**config.mk**
```make
export PLATFORM = sky130hd
export DESIGN_NAME = sts_search
export DESIGN_NICKNAME = d
export VERILOG_FILES = /design/src/rtl/core/sts_pkg.sv /design/src/rtl/core/sts_search.sv
export SDC_FILE = /design/constraint.sdc
export NUM_CORES = 1
export LEC_CHECK = 0
export BUFFER_PORTS_ARGS = -buffer_cell sky130_fd_sc_hd__buf_4
export CAP_MARGIN = 0
export CORE_ASPECT_RATIO = 1.2
export CORE_MARGIN = 2
export CORE_UTILIZATION = 61
export CTS_BUF_LIST = sky130_fd_sc_hd__clkbuf_2
export DETAILED_ROUTE_END_ITERATION = 10
export PLACE_DENSITY = 0.95
export SLEW_MARGIN = 20
export SYNTH_ARGS = -nofsm -noshare
export SYNTH_HDL_FRONTEND = slang
export SYNTH_SLANG_ARGS = --single-unit
```
**constraint.sdc**
```tcl
create_clock -name clock -period 7.19 [get_ports clock]
set_input_delay 0.3595 -clock clock [delete_from_list [all_inputs] [get_ports clock]]
set_output_delay 0.3595 -clock clock [all_outputs]
set_load 0.05 [all_outputs]
```
**src/rtl/core/sts_pkg.sv**
```systemverilog
`default_nettype none

package sts_pkg;

   localparam int INDEX_W             = 10;
   localparam int VALUE_W             = 32;
   localparam int POINT_W             = 11;
   localparam int DEFAULT_TABLE_DEPTH = 1024;

   localparam logic KIND_LOAD  = 1'b0;
   localparam logic KIND_QUERY = 1'b1;

   typedef struct packed {
      logic [POINT_W-1:0] point_index;
      logic               range_error;
   } sts_result_type;

   function automatic logic [POINT_W-1:0] to_point(input logic [INDEX_W-1:0] idx);
      return {{(POINT_W-INDEX_W){1'b0}}, idx};
   endfunction

endpackage

`default_nettype wire

```
**src/rtl/core/sts_search.sv**
```systemverilog
`default_nettype none

module sts_search
   import sts_pkg::*;
(
   input  wire logic               clock,
   input  wire logic               reset,
   input  wire logic               go,
   input  wire logic [VALUE_W-1:0] query_distance,
   input  wire logic [INDEX_W-1:0] start_index,
   input  wire logic [INDEX_W-1:0] end_index,
   input  wire logic [VALUE_W-1:0] rd_data,
   output      logic               rd_en,
   output      logic [INDEX_W-1:0] rd_idx,
   output      logic               idle,
   output      logic               done,
   input  wire logic               take,
   output      sts_result_type     result
);

   typedef enum logic [2:0] {
      ST_IDLE,
      ST_CMP_LO,
      ST_CMP_HI,
      ST_CMP_MID,
      ST_STEP,
      ST_DONE
   } state_type;

   state_type          state_ff, state_in;
   logic [VALUE_W-1:0] dist_ff, dist_in;
   logic [INDEX_W-1:0] lo_ff, lo_in;
   logic [INDEX_W-1:0] hi_ff, hi_in;
   sts_result_type     result_ff, result_in;
   logic [INDEX_W-1:0] span;
   logic [INDEX_W-1:0] mid;
   logic               narrow;

   assign span   = hi_ff - lo_ff;
   assign mid    = lo_ff + (span >> 1);
   assign narrow = span <= INDEX_W'(1);

   always_comb begin
      state_in  = state_ff;
      dist_in   = dist_ff;
      lo_in     = lo_ff;
      hi_in     = hi_ff;
      result_in = result_ff;
      rd_en     = 1'b0;
      rd_idx    = start_index;
      unique case (state_ff)
         ST_IDLE: begin
            if (go) begin
               dist_in = query_distance;
               lo_in   = start_index;
               hi_in   = end_index;
               if (start_index > end_index) begin
                  result_in.point_index = '0;
                  result_in.range_error = 1'b1;
                  state_in              = ST_DONE;
               end else begin
                  rd_en    = 1'b1;
                  rd_idx   = start_index;
                  state_in = ST_CMP_LO;
               end
            end
         end
         ST_CMP_LO: begin
            // below the span
            if (dist_ff < rd_data) begin
               result_in.point_index = to_point(lo_ff) - POINT_W'(1);
               result_in.range_error = 1'b0;
               state_in              = ST_DONE;
            end else begin
               rd_en    = 1'b1;
               rd_idx   = hi_ff;
               state_in = ST_CMP_HI;
            end
         end
         ST_CMP_HI: begin
            if (dist_ff >= rd_data) begin
               result_in.point_index = to_point(hi_ff);
               result_in.range_error = 1'b0;
               state_in              = ST_DONE;
            end else if (narrow) begin
               result_in.point_index = to_point(lo_ff);
               result_in.range_error = 1'b0;
               state_in              = ST_DONE;
            end else begin
               rd_en    = 1'b1;
               rd_idx   = mid;
               state_in = ST_CMP_MID;
            end
         end
         ST_CMP_MID: begin
            if (dist_ff < rd_data) begin
               hi_in    = mid;
               state_in = ST_STEP;
            end else if (dist_ff > rd_data) begin
               lo_in    = mid;
               state_in = ST_STEP;
            end else begin
               result_in.point_index = to_point(mid);
               result_in.range_error = 1'b0;
               state_in              = ST_DONE;
            end
         end
         ST_STEP: begin
            if (narrow) begin
               result_in.point_index = to_point(lo_ff);
               result_in.range_error = 1'b0;
               state_in              = ST_DONE;
            end else begin
               rd_en    = 1'b1;
               rd_idx   = mid;
               state_in = ST_CMP_MID;
            end
         end
         ST_DONE: begin
            if (take) begin
               state_in = ST_IDLE;
            end
         end
         default: begin
            state_in = ST_IDLE;
         end
      endcase
   end

   always_ff @(posedge clock) begin
      if (reset) begin
         state_ff <= ST_IDLE;
      end else begin
         state_ff <= state_in;
      end
      dist_ff   <= dist_in;
      lo_ff     <= lo_in;
      hi_ff     <= hi_in;
      result_ff <= result_in;
   end

   assign idle   = state_ff == ST_IDLE;
   assign done   = state_ff == ST_DONE;
   assign result = result_ff;

endmodule

`default_nettype wire

```
## Word-level counts from Yosys, hierarchy flattened

Index checks and enable logic that the tools add are counted.

| cells by class | value |
|---|---|
| add/sub/neg operators | 3 |
| $lt $le $gt $ge | 5 |
| equal/unequal tests | 13 |
| mux-type cells | 34 |
| reductions and logical operators | 8 |

Operators with widths:

| operator | count |
|---|---|
| $mux 12 | 7 |
| $mux 10 | 8 |
| $pmux 12 s5 | 1 |
| $pmux 10 s2 | 2 |
| $ge 32x32->1 | 1 |
| $gt 32x32->1 | 1 |
| $lt 32x32->1 | 1 |
| $pmux 10 s3 | 1 |
| $mux 3 | 6 |
| $pmux 3 s6 | 1 |
| $ne 2x2->1 const B | 6 |
| $sub 10x1->11 const B | 1 |
| $add 10x9->10 | 1 |
| $gt 10x10->1 | 1 |
| $le 10x1->1 const B | 1 |
| $sub 10x10->10 | 1 |
| $mux 1 | 7 |
| $eq 3x2->1 const B | 2 |
| $eq 3x3->1 const B | 2 |
| $reduce_and 6->1 | 1 |
| $reduce_bool 5->1 | 1 |
| $ne 2x1->1 const B | 2 |
| $pmux 1 s4 | 1 |
| $reduce_and 2->1 | 2 |
| 5 further kinds | 5 |

| storage, ports and cells | value |
|---|---|
| bits in registers | 67 |
| input port bits | 88 |
| output and inout port bits | 25 |
| logic and storage cells | 69 |

## Longest topological paths before layout

| depth | value |
|---|---|
| depth after elaboration | 5 |
| depth in mapped cells | 15 |
| gate-level depth less buffers | 15 |

## Least setup slack after synthesis

OpenSTA, ideal clock, no wires.

| timing | value |
|---|---|
| path kind | register to output |
| start point | register lo_ff[0] |
| end point | output rd_idx[9] |
| data arrival time | 3.434 ns |
| required time | 6.831 ns |
| path slack | 3.397 ns |
| stages on the path, launching flop included | 15 |
| path buffers | 0 |
| path through | edfxtp_1 ha_1 fa_1 nand2b_1 a211oi_2 o21ai_0 a31oi_1 ha_1 nor3_1 nor2_1 a31o_2 a21oi_1 xor2_1 nor3_1 a221o_1 |

| between the ends | value |
|---|---|
| cells in the longest elaborated chain, start to end | 5 |
| elaborated cells between the ends (all ways) | 6 |
| classes of those cells | add/sub (2); order compare (1); mux (3) |

Ends and longest elaborated chain:

| element | RTL line | RTL |
|---|---|---|
| start: declaration | sts_search.sv:32 | `logic [INDEX_W-1:0] lo_ff, lo_in;` |
| start signal: assignment | sts_search.sv:137 | `lo_ff <= lo_in;` |
| $sub 10x10->10 | sts_search.sv:39 | `assign span = hi_ff - lo_ff;` |
| $add 10x9->10 or $le 10x1->1 (tied branches) | sts_search.sv:40, sts_search.sv:41 |  |
| $mux 10 (*) | sts_search.sv:85, sts_search.sv:109 |  |
| $mux 10 | sts_search.sv:81 | `if (dist_ff >= rd_data) begin` |
| $pmux 10 s3 (*) | sts_search.sv:51 | `unique case (state_ff)` |
| end: declaration | sts_search.sv:14 | `output logic [INDEX_W-1:0] rd_idx,` |

Every way passes the cells marked *; elsewhere a longest branch is shown, timed or not.

## Final worst setup path

Same ends and word-level chain as after synthesis.

==> results.md <==
- CTS root buffer: sky130_fd_sc_hd__clkbuf_2
- Sum Neg Setup Slack: 0 ps
- Clock power frac: 12.3%
- Largest net degree at the start of global routing: 34
- Post-synthesis async set-or-reset flop share: 0%
- Number of endpoints failing setup at the final stage: 0
- CTS H-tree lvls: 3
- Core area: 7750 µm²
- Global-route usage over all layers: 37.5%
- Max-capacitance violation count: 0
- Ys flop type: sky130_fd_sc_hd__edfxtp_1
- Area after DPL: 5840 µm²
- Design area: 6280 µm²
- Final Max Slew Viols: 0
- CTS tree: built
- Total Nets Final: 797
- Row cnt: 35
- Power per cell area: 308 nW/µm²
- HPWL after detailed placement: 10.5 mm
- Net load switching power: 0.920 mW
- Time the worst path needs with I/O delays and setup: 4810 ps
- Number of detailed-routing iterations run before antenna repair: 5
- Number of flops mapped to enable cells by yosys: 64
- Post-Synthesis Mean Instance Area: 9.85 µm²
- Leakage power of the design: 2.88 nW
- Count of buffers from port buffering: 112
- Data arrival at the endpoint of the critical path: 4450 ps
- Count of buffers added by post-CTS timing repair for setup: 0
- Element type at the critical path start: flip-flop
- Synth Register Bits: 67
- Most common cell in the synthesized netlist: sky130_fd_sc_hd__inv_1
- Largest cells by area after synthesis: sky130_fd_sc_hd__edfxtp_1, sky130_fd_sc_hd__ha_1, sky130_fd_sc_hd__inv_1
- Post-synth design cell area: 4930 µm²
- Die footprint: 8830 µm²
- Total number of vias: 4,771
- Syn Nets: 652
- WL final: 16.2 mm
- Sequential area share after synthesis: 40.2%
- Post-cts sizing count: 0
- Routed len/inst: 21.8 µm
- Status: finished clean
- First-iteration detailed-routing DRC count: 418
- Peak supply drop: 0.207 mV
- CTS max path bufs: 2
- Clock buffers created by TritonCTS: 9
- Number of global-route vias before repair: 4,912
- Routability cong.: 0.978
- Number of hold-slack violations in the final timing report: 0
- Data required time at the worst endpoint: 6830 ps
- Critical Path End Type: primary output
- Vertical extent of the die: 103 µm
- Antenna-violating nets left: 0
- Area share of the largest cell type after synthesis: 38.9%
- Die Wd: 86.1 µm
- Growth of design area from synthesis to finish: 27.3%
- Maximum achievable frequency: 208 MHz
- Worst hold path class: input port to flip-flop
- Residual DRC count: 0
- Proportion of layout cells with a drive suffix above 1: 21.5%
- Fraction of power consumed by sequential logic: 31.4%
- Power Internal: 1.01 mW
- Clk slew on worst S/H paths: 260 ps
- Initial standard-cell utilization of the core: 63.7%
- Combinational fraction of design power: 56.3%
- Most frequent cells after synthesis: sky130_fd_sc_hd__inv_1, sky130_fd_sc_hd__edfxtp_1, sky130_fd_sc_hd__ha_1, sky130_fd_sc_hd__nor2_1, sky130_fd_sc_hd__nand2_1
- Slew @ Worst Pin: 996 ps
- Total global routing overflow: 0
- Synth unique cells: 56
- Category of the critical setup timing path: flip-flop to primary output
- Antenna diode count: 0
- Sw frac: 47.6%
- First-pass GRT wire length: 24.8 mm
- Vias per std cell: 6.42
- Number of clock sinks: 67
- Crit path max fanout: 7
- Cell type contributing the most total cell area after synthesis: sky130_fd_sc_hd__edfxtp_1
- Share of the clock period used by the worst path: 66.9%
- Max_slew headroom: 33.6%
- Mapped Cells: 501
- Clock latency reported for the late side of the worst-skew pair: 590 ps
- Warnings, synthesis: 0
- Clock skew after layout: 56.7 ps
- Initial antenna violation count: 0
- Count of pins on the block boundary: 113
- RSZ-0062 raised after global routing: false
==> layout make-up <==
cell class                      instances  area [µm²]
Tap cell                               92         115
Timing Repair Buffer                  147        1190
Multi-Input combinational cell        353        2630
Clock buffer                            9        45.0
Fill cell                             467        1470
Sequential cell                        67        1980
Inverter                               68         255
Clock inverter                          7        68.8
==> sequential cells by signal, indices dropped and copies added (netlist names) <==
name / cells
dist_ff: 32
result: 12
hi_ff: 10
lo_ff: 10
state_ff: 3
==> routing by layer <==
layer / share of wire, % / up-vias / GRT usage [%]
met1: 34 / 2217 / 39.5
met4: 6.5 / 0 / 25.3
met5: 0 / - / 0
met3: 8.9 / 92 / 7.37
met2: 51 / 344 / 67.6
li1: - / 2118 / -
==> power groups by stage <==
stage	registers, mW	logic, mW	clock network, mW
floorplan	0.681	0.665	0
finish	0.607	1.09	0.237
detailed placement	0.611	1.03	0
global route	0.613	1.16	0.249
CTS	0.602	1.05	0.229
global placement	0.607	1.01	0
==> metrics by stage <==
stage / setup slack (ps) / hold slack, ps / utilization, % / total power [mW] / instances
finish: 2380 / 45.0 / 81.0 / 1.93 / 743
global route: 2090 / 48.5 / 81.0 / 2.02 / 743
CTS: 2430 / 68.6 / 81.0 / 1.88 / 743
detailed placement: 3090 / 539 / 75.3 / 1.64 / 694
global placement: 3180 / 538 / 75.3 / 1.61 / 694
floorplan: 3400 / 429 / - / 1.35 / 501
==> worst max-delay path, stage by stage (launching register included) <==
cell and delay [ps]:
sky130_fd_sc_hd__edfxtp_1 550, sky130_fd_sc_hd__ha_1 280, sky130_fd_sc_hd__fa_1 410, sky130_fd_sc_hd__nand2b_1 200, sky130_fd_sc_hd__a211oi_2 250, sky130_fd_sc_hd__o21ai_0 120, sky130_fd_sc_hd__a31oi_1 240, sky130_fd_sc_hd__ha_1 320
sky130_fd_sc_hd__nor3_1 190, sky130_fd_sc_hd__nor2_1 80, sky130_fd_sc_hd__a31o_2 240, sky130_fd_sc_hd__a21oi_1 160, sky130_fd_sc_hd__xor2_1 280, sky130_fd_sc_hd__nor3_1 80, sky130_fd_sc_hd__a221o_1 290, sky130_fd_sc_hd__buf_4 190
==> cell families (layout without fill, tap and decap cells) <==
kind of cell,count (synthesis),count (layout),share of synthesized area [%]
AND/OR/NAND/NOR,129,129,12.5
adder cells (fa/ha/maj),63,63,16.3
buffers and inverters,81,231,6.59
XOR/XNOR,21,21,3.73
AO/OA/AOI/OAI,127,127,18.1
multiplexers,13,13,2.66
flip-flops,67,67,40.2
==> worst paths after layout <==
kind            endpoint  cells after the start       from  slack, ps
min reg2reg    result[0]                      1  result[0]        600
max reg2reg    result[7]                     13   lo_ff[0]       3230
max            rd_idx[9]                     15   lo_ff[0]       2380
min          state_ff[0]                      3       take         50
==> cell usage in the layout, fill, tap and decap left out, types with 9 or more instances in the layout <==
| cell | n |
|---|---|
| sky130_fd_sc_hd__nand2_1 | 34 |
| sky130_fd_sc_hd__clkbuf_2 | 9 |
| sky130_fd_sc_hd__mux2i_1 | 12 |
| sky130_fd_sc_hd__o21ai_0 | 29 |
| sky130_fd_sc_hd__a21oi_1 | 28 |
| sky130_fd_sc_hd__inv_1 | 67 |
| sky130_fd_sc_hd__nor2_1 | 36 |
| sky130_fd_sc_hd__xor2_1 | 11 |
| sky130_fd_sc_hd__buf_4 | 114 |
| sky130_fd_sc_hd__a221o_1 | 11 |
| sky130_fd_sc_hd__dlygate4sd3_1 | 33 |
| sky130_fd_sc_hd__ha_1 | 61 |
| sky130_fd_sc_hd__edfxtp_1 | 64 |
| sky130_fd_sc_hd__nor3_1 | 16 |
| sky130_fd_sc_hd__a21o_1 | 17 |
| sky130_fd_sc_hd__xnor2_1 | 10 |
==> repair_timing <==
action	in CTS	in global routing
endpoints found under the hold margin	35	0
hold buffers	33	0
setup endpoints to repair	0	0
Power figures use the tool's default switching activity.
